### config.mk
export PLATFORM = sky130hd
export DESIGN_NAME = acgp_front
export DESIGN_NICKNAME = d
export VERILOG_FILES = /design/src/acgp_pkg.sv /design/src/acgp_front.sv
export SDC_FILE = /design/constraint.sdc
export NUM_CORES = 1
export LEC_CHECK = 0
export ABC_AREA = 1
export BUFFER_PORTS_ARGS = -buffer_cell sky130_fd_sc_hd__buf_2
export CORE_MARGIN = 3
export CORE_UTILIZATION = 47
export DETAILED_ROUTE_END_ITERATION = 10
export PLACE_DENSITY_LB_ADDON = 0.12
export RECOVER_POWER = 25
export SLEW_MARGIN = 15
export SYNTH_ARGS = -nofsm -noshare
export SYNTH_HDL_FRONTEND = slang
export SYNTH_SLANG_ARGS = --single-unit
### constraint.sdc
create_clock -name i_clk -period 3.5 [get_ports i_clk]
set_clock_uncertainty 0.15 [all_clocks]
set_input_delay 0.525 -clock i_clk [delete_from_list [all_inputs] [get_ports i_clk]]
set_output_delay 0.525 -clock i_clk [all_outputs]
set_load 0.05 [all_outputs]
### src/acgp_pkg.sv
// Package: shared widths, register indexes and types for the contrast gain block.
`timescale 1ns / 1ps
package acgp_pkg;
    localparam int PixW  = 8;
    localparam int MeanW = 16;
    localparam int VarW  = 24;
    localparam int StdW  = 15;
    localparam int ScW   = 10;
    localparam int MaxW  = 8;
    localparam int RadW  = 33;   // (var+256)<<8 fits in 33 bits
    localparam int RootW = 17;   // floor(sqrt) of a 33-bit value
    localparam int NumW  = 31;   // std*scale*64
    localparam int DenW  = 22;   // 25*root
    localparam int GainW = 19;   // num < 2^31 and den >= 6400, so quotient < 2^19
    localparam int CfgIdxW = 2;

    localparam logic [CfgIdxW-1:0] RegGlobalStd = 2'd0;
    localparam logic [CfgIdxW-1:0] RegScale     = 2'd1;
    localparam logic [CfgIdxW-1:0] RegMaxGain   = 2'd2;

    localparam int SqrtSteps = RootW;   // one result bit per stage
    localparam int DivSteps  = GainW;   // one quotient bit per stage
    localparam int QDepth    = 4;
    localparam int QPtrW     = 2;

    typedef struct packed {
        logic [PixW-1:0]  pixel;
        logic [MeanW-1:0] mean;
        logic [RadW-1:0]  rad;
        logic             last;
    } t_front;
endpackage

### src/acgp_front.sv
// Front end: accepts input beats and forms the square-root radicand.
`timescale 1ns / 1ps
module acgp_front (
    input  logic                      i_clk,
    input  logic                      i_rst_n,
    input  logic                      i_valid,
    output logic                      o_stall,
    input  logic [acgp_pkg::PixW-1:0]  i_pixel,
    input  logic [acgp_pkg::MeanW-1:0] i_local_mean,
    input  logic [acgp_pkg::VarW-1:0]  i_local_variance,
    input  logic                      i_last_pixel,
    output logic                      o_valid,
    input  logic                      i_stall,
    output acgp_pkg::t_front          o_item
);
    import acgp_pkg::*;
    logic   r_valid;
    t_front r_item;

    assign o_stall = r_valid & i_stall;
    assign o_valid = r_valid;
    assign o_item  = r_item;

    always_ff @(posedge i_clk) begin
        if (!i_rst_n) begin
            r_valid <= 1'b0;
        end else if (!o_stall) begin
            r_valid <= i_valid;
        end
    end

    always_ff @(posedge i_clk) begin
        if (!o_stall) begin
            r_item.pixel <= i_pixel;
            r_item.mean  <= i_local_mean;
            r_item.rad   <= {({1'b0, i_local_variance} + 25'd256), 8'd0};
            r_item.last  <= i_last_pixel;
        end
    end
endmodule

* After elaboration in Yosys (flattened, before gate mapping)
Index checks and enable logic that the tools add are counted.
Operators by class: add/subtract/negate cells 1, bitwise logic cells 1
Operator list (count):
- $add A24 B9 Y25 const B | 1
- $and A1 B1 Y1 | 1
Word-level totals: register bits after elaboration 51, input bits 53, output and inout port bits 60, word-level logic and storage cells 7

* Longest topological paths before layout
depth after elaboration 1, gate-level depth with buffers 7, gate-level depth less buffers 7

* Least setup slack after synthesis
OpenSTA, ideal clock, no wires.
path type register to output, from register r_valid (netlist: o_valid), to output port o_stall, arrival 2356 ps, data required time 2825 ps, setup slack 469 ps, stages on the path, launching flop included 3, cell sequence dfxtp_1 > nand2_1 > inv_1
Between the ends: cells in the longest elaborated chain, start to end 1
RTL lines:
- start, declared | line acgp_front.sv:17 | logic r_valid;
- start signal, assigned | line acgp_front.sv:28 | r_valid <= i_valid;
- $and A1 B1 Y1 | line acgp_front.sv:20 | assign o_stall = r_valid & i_stall;
- end, declared | line acgp_front.sv:7 | output logic o_stall,
No other way between the ends.

* Worst setup path in the final report
Same ends and word-level chain as after synthesis.

==> impl_metrics.env <==
export IMPL_fin_ws_ps=1440
export IMPL_avgSynthCellArea_sq_um=14.5
export IMPL_syn_area_sq_mm=0.00198
export IMPL_grt_pass1_wl_um=5780
export IMPL_wl_per_cell_um=13.1
export IMPL_die_h_um=71.0
export IMPL_io_pins=113
export IMPL_p_clk_share_pct=31.1
export IMPL_num_rows=22
export IMPL_clock_path_buffers=2
export IMPL_hold_viol=0
export IMPL_crit_chain="nand2_2 > inv_1 > buf_2"
export IMPL_grt_util_met2_pct=25.1
export IMPL_power_frac_comb_pct=19.3
export IMPL_cts_sinks=51
export IMPL_area_growth_pct=34.5
export IMPL_top_usage_layer="met2"
export IMPL_ys_types=21
export IMPL_overflow=0
export IMPL_max_stage_delay_ps=350
export IMPL_drc=0
export IMPL_dr_pass1_iters=4
export IMPL_yosysWarnings=0
export IMPL_drtAntennaViolNets=0
export IMPL_grt_pass1_vias=1248
export IMPL_coreArea_sq_mm=0.00385
export IMPL_end_kind="primary output"
export IMPL_crit_path_top_delay_cell="dfxtp_1"
export IMPL_p_int_w=0.00106
export IMPL_cp_start_kind="flip-flop"
export IMPL_antennaDiodeCount=0
export IMPL_max_freq_mhz=486
export IMPL_nFillCells=323
export IMPL_crit_start="o_valid"
export IMPL_maxCapViolations=0
export IMPL_grt_util_met3_pct=5.54
export IMPL_p_seq_share_pct=49.6
export IMPL_initial_core_util_pct=51.5
export IMPL_ys_seq_elements=51
export IMPL_clk_insertion_delay_late_ps=300
export IMPL_report_final_slew_viol_count=0
export IMPL_clk_pin_slew_ps=90
export IMPL_track_usage_pct=15.3
export IMPL_final_setup_viol_count=0
export IMPL_grt_max_degree=31
export IMPL_place_congestion=0.790
export IMPL_yosysSeqAreaShare_pct=76.7
export IMPL_htree_levels=2
export IMPL_p_sw_w=0.000405
export IMPL_tns_ps=0
export IMPL_die_area_sq_mm=0.00503
export IMPL_drive_gt1_share_pct=48.2
export IMPL_cts_tree="built"
export IMPL_status="complete, no violations"
export IMPL_p_leak_nw=1.23
export IMPL_die_x_um=71.0
export IMPL_io_buffers=104
export IMPL_cts_made_buffers=5
export IMPL_grt_antenna_before_repair=0
export IMPL_drt_wl_total_um=3880
export IMPL_ctsResizeCount=0
export IMPL_r2r_start="o_valid"
export IMPL_vias=1356
export IMPL_dp_slack_ps=1480
export IMPL_criticalPathCategory="reg -> out"
export IMPL_crit_path_max_fanout=22
export IMPL_switching_share_pct=27.6
export IMPL_hp_class="in -> reg"
export IMPL_clockRootBuffer="clkbuf_8"
export IMPL_use_met1_pct=18.1
export IMPL_period_minus_slack_ps=2060
export IMPL_powerDensity_mw_per_mm2=550
export IMPL_rsz0062_at_grt="false"
export IMPL_multi_input_area_sq_um=390
export IMPL_layout_area_seq_sq_mm=0.00152
export IMPL_cts_hold_buf=0
export IMPL_viasPerCell=4.57
export IMPL_dp_hpwl_um=3050
export IMPL_post_route_period_util_pct=58.8
export IMPL_peakVddDrop_mv=0.198
export IMPL_crit_arrival_ps=1380
export IMPL_cts_repair_timing_setup_buffer_count=0
export IMPL_worst_ep_required_time_ps=2820
export IMPL_dr_first_iter_drc_count=100
export IMPL_synthCells=137
export IMPL_final_nets=302
export IMPL_min_from="i_local_mean[6]"
logic make-up after synthesis:
kind of cell	Yosys count	synth area share (%)
other	1	0.189
DFF	51	76.7
buffers and inverters	18	4.92
AOI/OAI and AO/OA	3	0.883
xor gates and xnor gates	8	3.53
adders and majority gates	1	0.631
and+or+nand+nor	55	13.1
per-layer routing:
metal  up-vias  part of all wire, %
met5         -                    0
met4         0                  1.5
met3         5                   11
met2        75                   48
met1       601                   40
li1        675                    -
cell type report:
class	count	share of cell area, %
clock buffers	6	2.72
clock inverters	2	2.25
inverters	10	1.41
multi-input cells	75	14.6
flip-flops and latches	51	57.0
well taps	48	2.25
repair buffers	105	19.7
state kept, by name, summed over array words and instances (netlist names):
name     count
o_item      50
o_valid      1
path summary, 6_finish.rpt:
check                                  end  slack [ps]  cells past startpoint
worst min-delay path            o_item[40]         250                      1
worst min register to register   o_item[0]         760                      1
worst max register to register  o_item[55]        1870                      2
worst max-delay path               o_stall        1440                      3
power by group through the flow:
stage	sequential [W]	combinational, W	clock [W]
floorplan	0.000899	0.0000556	0
global placement	0.000740	0.000284	0
detailed placement	0.000742	0.000286	0
CTS	0.000729	0.000286	0.000470
global route	0.000733	0.000296	0.000495
finish	0.000728	0.000284	0.000456
synth_stat cells:
library cell | instances | area, sq um
nand4_1 | 3 | 18.8
nand2_1 | 27 | 101
edfxtp_1 | 50 | 1500
nand3_1 | 4 | 20.0
nand2_2 | 4 | 25.0
nor2_1 | 10 | 37.5
o21ai_0 | 1 | 5.00
nand3b_1 | 1 | 7.51
xnor2_1 | 4 | 35.0
nor3_2 | 1 | 10.0
xor2_1 | 4 | 35.0
dfxtp_1 | 1 | 20.0
nor2_2 | 3 | 18.8
nand3_2 | 1 | 10.0
buf_4 | 8 | 60.1
ha_1 | 1 | 12.5
inv_1 | 10 | 37.5
conb_1 | 1 | 3.75
o21ai_1 | 1 | 5.00
nor2_4 | 1 | 11.3
o21a_1 | 1 | 7.51
placed cells by master (no fill, tap or decap), drive strengths merged:
master and instances:
o21ai 2, xor2 4, conb 8, nand4 3, clkbuf 8, nor3 1, nand3 5, ha 1
nand3b 1, dfxtp 1, xnor2 4, nand2 31, nor2 14, edfxtp 50, o21a 1, bufinv 2
inv 10, buf 103
through the flow:
step	util, %	instance area [sq um]	hold slack, ps	total power, W	instances
2_1_floorplan	-	2010	474	0.000954	144
3_3_place_gp	65.9	2540	552	0.00102	289
3_5_place_dp	65.9	2540	553	0.00103	289
4_1_cts	69.4	2670	234	0.00148	297
5_1_grt	69.2	2670	227	0.00152	297
6_report	69.2	2670	248	0.00147	297
critical path, delay by kind of cell, from the launching register on:
| family | cells | cell delay [ps] |
|---|---|---|
| buffers and inverters | 2 | 440 |
| DFF | 1 | 350 |
| and+or+nand+nor | 1 | 290 |
Power figures use the tool's default switching activity.
