$ cat config.mk
export PLATFORM = sky130hd
export DESIGN_NAME = acgp_queue
export DESIGN_NICKNAME = d
export VERILOG_FILES = /design/src/acgp_pkg.sv /design/src/acgp_queue.sv
export SDC_FILE = /design/constraint.sdc
export NUM_CORES = 1
export LEC_CHECK = 0
export BUFFER_PORTS_ARGS = -buffer_cell sky130_fd_sc_hd__buf_2
export CORE_MARGIN = 2
export CORE_UTILIZATION = 61
export DETAILED_ROUTE_END_ITERATION = 8
export PLACE_DENSITY = 0.86
export SLEW_MARGIN = 20
export SYNTH_ARGS = -nofsm -noshare
export SYNTH_HDL_FRONTEND = slang
export SYNTH_SLANG_ARGS = --single-unit
$ cat constraint.sdc
create_clock -name i_clk -period 6.1 [get_ports i_clk]
set_input_delay 1.22 -clock i_clk [delete_from_list [all_inputs] [get_ports i_clk]]
set_output_delay 1.22 -clock i_clk [all_outputs]
set_load 0.02 [all_outputs]
$ cat src/acgp_pkg.sv
// Package: shared widths, register indexes and types for the contrast gain block.
`timescale 1ns / 1ps
package acgp_pkg;
    localparam int PixW  = 8;
    localparam int MeanW = 16;
    localparam int VarW  = 24;
    localparam int StdW  = 15;
    localparam int ScW   = 10;
    localparam int MaxW  = 8;
    localparam int RadW  = 33;   // (var+256)<<8 fits in 33 bits
    localparam int RootW = 17;   // floor(sqrt) of a 33-bit value
    localparam int NumW  = 31;   // std*scale*64
    localparam int DenW  = 22;   // 25*root
    localparam int GainW = 19;   // num < 2^31 and den >= 6400, so quotient < 2^19
    localparam int CfgIdxW = 2;

    localparam logic [CfgIdxW-1:0] RegGlobalStd = 2'd0;
    localparam logic [CfgIdxW-1:0] RegScale     = 2'd1;
    localparam logic [CfgIdxW-1:0] RegMaxGain   = 2'd2;

    localparam int SqrtSteps = RootW;   // one result bit per stage
    localparam int DivSteps  = GainW;   // one quotient bit per stage
    localparam int QDepth    = 4;
    localparam int QPtrW     = 2;

    typedef struct packed {
        logic [PixW-1:0]  pixel;
        logic [MeanW-1:0] mean;
        logic [RadW-1:0]  rad;
        logic             last;
    } t_front;
endpackage

$ cat src/acgp_queue.sv
// Small FIFO decoupling the front end from the back-end pipeline.
`timescale 1ns / 1ps
module acgp_queue (
    input  logic            i_clk,
    input  logic            i_rst_n,
    input  logic            i_valid,
    output logic            o_stall,
    input  acgp_pkg::t_front i_item,
    output logic            o_valid,
    input  logic            i_stall,
    output acgp_pkg::t_front o_item
);
    import acgp_pkg::*;
    t_front           r_mem [QDepth];
    logic [QPtrW-1:0] r_wp, r_rp;
    logic [QPtrW:0]   r_cnt;
    logic             push, pop;

    assign o_valid = (r_cnt != '0);
    assign o_stall = (r_cnt == (QPtrW+1)'(QDepth));
    assign push    = i_valid & ~o_stall;
    assign pop     = o_valid & ~i_stall;
    assign o_item  = r_mem[r_rp];

    always_ff @(posedge i_clk) begin
        if (!i_rst_n) begin
            r_wp  <= '0;
            r_rp  <= '0;
            r_cnt <= '0;
        end else begin
            if (push) r_wp <= r_wp + 1'b1;
            if (pop)  r_rp <= r_rp + 1'b1;
            r_cnt <= r_cnt + (QPtrW+1)'(push) - (QPtrW+1)'(pop);
        end
    end

    always_ff @(posedge i_clk) begin
        if (push) r_mem[r_wp] <= i_item;
    end
endmodule

After elaboration in Yosys (flattened, before gate mapping)
Memory sizes are Yosys's and may differ from the RTL's. A register that Yosys moved wholly into a read port is not among the register bits.
Index checks and enable logic that the tools add are counted.
{"block": "totals", "reg_bits": 7, "latchBits": 0, "ram_bits": 232, "romBits": 0, "input_bits": 62, "output_inout_bits": 60, "elab_cells": 18, "memories": 1}
{"name": "r_mem", "words": 4, "width": 58, "rd": 1, "rd_ports_with_merged_regs": 1, "write_ports": 1, "line": "acgp_queue.sv:14", "text": "t_front r_mem [QDepth];"}
{"block": "op_classes", "add_sub_neg": 4, "mul": 0, "div_mod_pow": 0, "n_lt_le_gt_ge": 0, "n_eq_ne": 1, "shifts": 0, "mux": 4, "bitwise_logic": 4, "n_reduce_logical": 1}
{"cell": "$add 2x1->2 const B", "count": 2}
{"cell": "$mux 2", "count": 2}
{"cell": "$add 3x1->3", "count": 1}
{"cell": "$eq 3x3->1 const B", "count": 1}
{"cell": "$reduce_bool 3->1", "count": 1}
{"cell": "$sub 3x1->3", "count": 1}
{"cell": "$and 1x1->1", "count": 2}
{"cell": "$mux 1", "count": 2}
{"cell": "$not 1->1", "count": 2}

Depth between registers and ports, before layout
{"block": "depth", "ltp_word": 5, "mapped_depth": 12, "depth_no_buf": 11}

Worst setup path after synthesis
OpenSTA, ideal clock, no wires.
{"block": "synth_path", "path_type": "in2reg", "from": "input port i_valid", "to": "memory r_mem[0][0] in the netlist's numbering (enable)", "setup_time_ns": 0.422, "arrival_ns": 2.970, "required_time_ns": 5.678, "slack_ns": 2.709, "path_stages": 3, "path_buffers": 1, "path_cell_list": "nor2b_1 clkbuf_1 and2_1"}
{"block": "synth_between", "elab_chain_len": 3}
{"item": "from (decl)", "line": "acgp_queue.sv:6", "text": "input logic i_valid,"}
{"item": "$and 1x1->1", "line": "acgp_queue.sv:21", "text": "assign push = i_valid & ~o_stall;"}
{"item": "$mux 1", "line": "acgp_queue.sv:38", "text": "if (push) r_mem[r_wp] <= i_item;"}
{"item": "$mux 1 (implied by the code)", "line": "acgp_queue.sv:38"}
{"item": "to (decl)", "line": "acgp_queue.sv:14"}
No other way between the ends.

==> Implementation_results.wiki <==
{| class="wikitable"
! Metric !! Value
|-
| Outcome || finished, final reports clean
|-
| Routed wl met3 || 1.21 mm
|-
| Measured slew at the worst slew-check pin || 0.874 ns
|-
| Crit path arrival time || 2.64 ns
|-
| Worst-path maximum fanout || 30
|-
| Number of nets with antenna violations after routing || 0
|-
| Post-cts resize count || 0
|-
| Overflow left after global routing || 0
|-
| Maximum achievable frequency || 0.259 GHz
|-
| Clock period minus final worst setup slack || 3.86 ns
|-
| Total routing resource utilization after global routing || 0.203
|-
| Part of the Yosys area used for sequential elements || 0.806
|-
| Placer's final routability congestion estimate || 0.691
|-
| Number of antenna cells inserted || 0
|-
| Port Buffers || 121
|-
| Nets || 559
|-
| Type of origin of the critical path || flip-flop
|-
| Syn nets || 423
|-
| WHS Path Cells || 2
|-
| CP top delay family || buffers and inverters
|-
| Final setup violation count || 0
|-
| Row count || 44
|-
| Static leakage || 3.49 nW
|-
| Met1 layer wirelength in the final routing || 6.42 mm
|-
| Power consumption || 4.28 mW
|-
| Tightest Hold Check Type || reg -> reg
|-
| Maximum number of pins on one net before global-route repair || 59
|-
| Via count of the first global-routing pass || 4,328
|-
| Yosys cell types || 24
|-
| Layout-stage area growth over the synthesis result || 16.2%
|-
| Postcts setup bufs || 0
|-
| Setup TNS Final || 0 ns
|-
| Number of DRC markers after the initial detailed-route iteration || 409
|-
| Initial antenna violation count || 2
|-
| Most common library cell in the layout ignoring fill and taps || sky130_fd_sc_hd__edfxtp_1
|-
| Fin crit share || 0.632
|-
| Detailed route wirelength on metal2 || 7.59 mm
|-
| Detailed-route via count || 3,998
|-
| Gate Count Post-Synth || 354
|-
| Boundary pin count || 122
|-
| Number of clock sinks || 241
|-
| Clock tree from TritonCTS || yes
|-
| Die footprint || 15,500 um2
|-
| Kind of end point of the critical path || output port
|-
| Slowest-stage cell, CP || sky130_fd_sc_hd__dfxtp_4
|-
| Commonest cells after routing, fill and taps aside || sky130_fd_sc_hd__edfxtp_1, sky130_fd_sc_hd__buf_2, sky130_fd_sc_hd__mux4_2
|-
| Data required time at the worst endpoint || 4.88 ns
|-
| Length in cells of the worst reg-to-reg path || 4
|-
| Inserted Clock Buffers || 24
|-
| Clock network latency to the later pin of the worst-skew pair || 0.50 ns
|-
| Max H-tree Level || 1
|-
| Effective utilization at floorplan || 0.617
|-
| Yosys reg bits || 241
|-
| Placed wire-length estimate after detailed placement || 8.98 mm
|-
| Die X-Extent || 125 um
|-
| Highest metal layer with signal wires || met5
|-
| Number of pins exceeding their max-slew limit in the final report || 0
|-
| First-pass GRT wire length || 24.2 mm
|-
| Category of the most critical setup path || reg -> out
|-
| Detailed-route wire length per cell || 22.5 um
|-
| Cell area after synthesis || 8870 um2
|-
| Drt total wl || 15.5 mm
|-
| Proportion of layout cells with a drive suffix above 1 || 0.441
|-
| Share of the synthesized area in the top cell type || 0.785
|-
| Average cell area after synthesis || 25.1 um2
|-
| Post-CTS clock slew at the launch and capture registers of the worst setup and hold paths || 0.06 ns
|-
| Buffers & Inverters on Critical Path || 2
|-
| DR pass1 iterations || 4
|-
| Max stage delay on crit path || 0.72 ns
|-
| Yosys Warn Count || 0
|-
| Clock tree root buffer cell || sky130_fd_sc_hd__clkbuf_16
|-
| Cell type with the largest total area after synthesis || sky130_fd_sc_hd__edfxtp_1
|-
| Max-cap violations || 0
|-
| Peak VDD IR || 0.000247 V
|-
| Pwr Density || 415 nW/um2
|-
| Final Hold Violating Endpoints || 0
|-
| Relative slew slack || 0.417
|-
| Clock Tree Buf Depth || 3
|-
| Number of buffers inserted by hold repair at cts || 0
|-
| Post-route clock skew || 0.00877 ns
|-
| Crit path depth || 3
|-
| Standard cell core area || 14,400 um2
|-
| Post-detailed-route via-to-cell ratio || 5.82
|-
| Cell-by-cell listing of the critical path || buf_4 > mux4_2 > buf_2
|-
| DRC violations left || 0
|-
| Overall die height || 125 um
|-
| Setup repair after global routing missed its margin || no
|-
| Biggest area contributors in the synthesized netlist || sky130_fd_sc_hd__edfxtp_1, sky130_fd_sc_hd__mux4_2, sky130_fd_sc_hd__dfxtp_1
|}
[sequential cells by signal (all words and copies together), names as in the netlist, named ones only]
| signal | flops |
|---|---|
| r_cnt | 3 |
| r_mem | 232 |
| r_rp | 2 |
| r_wp | 2 |
[synthesized netlist by cell type]
cell type	number
sky130_fd_sc_hd__mux4_2	58
sky130_fd_sc_hd__fa_1	1
sky130_fd_sc_hd__and2_1	6
sky130_fd_sc_hd__dfxtp_1	9
sky130_fd_sc_hd__buf_12	3
sky130_fd_sc_hd__or3_1	1
sky130_fd_sc_hd__nor3_1	1
sky130_fd_sc_hd__nor2_1	1
sky130_fd_sc_hd__nand2_1	5
sky130_fd_sc_hd__mux2i_1	3
sky130_fd_sc_hd__nand2b_1	1
sky130_fd_sc_hd__buf_1	3
sky130_fd_sc_hd__o21ai_0	1
sky130_fd_sc_hd__inv_1	6
sky130_fd_sc_hd__buf_2	3
sky130_fd_sc_hd__ha_1	6
sky130_fd_sc_hd__clkbuf_1	2
sky130_fd_sc_hd__edfxtp_1	232
sky130_fd_sc_hd__a21boi_0	2
sky130_fd_sc_hd__nor2b_1	2
sky130_fd_sc_hd__xnor2_1	2
sky130_fd_sc_hd__buf_6	1
sky130_fd_sc_hd__buf_4	3
sky130_fd_sc_hd__nor3b_1	2
[final cells by class]
| cell class | count | area (um2) |
|---|---|---|
| Sequential cell | 241 | 7150 |
| Fill cell | 836 | 4060 |
| Multi-Input combinational cell | 92 | 1580 |
| Clock buffer | 29 | 641 |
| Timing Repair Buffer | 125 | 636 |
| Tap cell | 184 | 230 |
| Clock inverter | 10 | 47.5 |
| Inverter | 6 | 22.5 |
[through the flow]
step | util | area, um2 | std cells | hold WS (ns) | setup slack [ns]
after floorplan | - | 8870 | 354 | 0.445 | 2.71
after global placement | 0.670 | 9620 | 648 | 0.449 | 2.68
after detailed placement | 0.670 | 9620 | 648 | 0.477 | 2.65
after CTS | 0.718 | 10300 | 687 | 0.482 | 2.13
after global routing | 0.718 | 10300 | 687 | 0.515 | 2.00
final | 0.718 | 10300 | 687 | 0.475 | 2.24
[routing by layer]
metal  vias to the layer above  GRT usage
met5                         -          0
met2                       167      0.326
met1                      2046      0.295
li1                       1755          -
met3                        26     0.0477
met4                         4     0.0430
[where the power goes]
part	switching (mW)	internal [mW]
sequential	0.0802	2.01
clock	0.562	0.740
combinational	0.513	0.376
total	1.16	3.12
[path summary, 6_finish.rpt]
path | from | endpoint | slack, ns
min reg2reg | r_rp[1]$_SDFFE_PN0P_ | flip-flop | 0.48
max | flip-flop | o_item[10] | 2.24
min | r_rp[1]$_SDFFE_PN0P_ | flip-flop | 0.48
max reg2reg | r_cnt[1]$_SDFF_PN0_ | r_mem[1][50]$_DFFE_PP_ | 3.46
[tightest hold or removal path, stage by stage (launching register included)]
cell	delay, ns
sky130_fd_sc_hd__dfxtp_1	0.31
sky130_fd_sc_hd__nand2_1	0.05
sky130_fd_sc_hd__mux2i_1	0.07
[cells by family after synthesis]
group           after synthesis  share of synthesized area
compound gates                3                    0.00226
xor+xnor                      2                    0.00197
fa+ha+maj                     7                     0.0107
buf+inv                      21                     0.0169
flops                       241                      0.806
mux                          61                      0.151
simple gates                 19                     0.0118
Power figures use the tool's default switching activity.
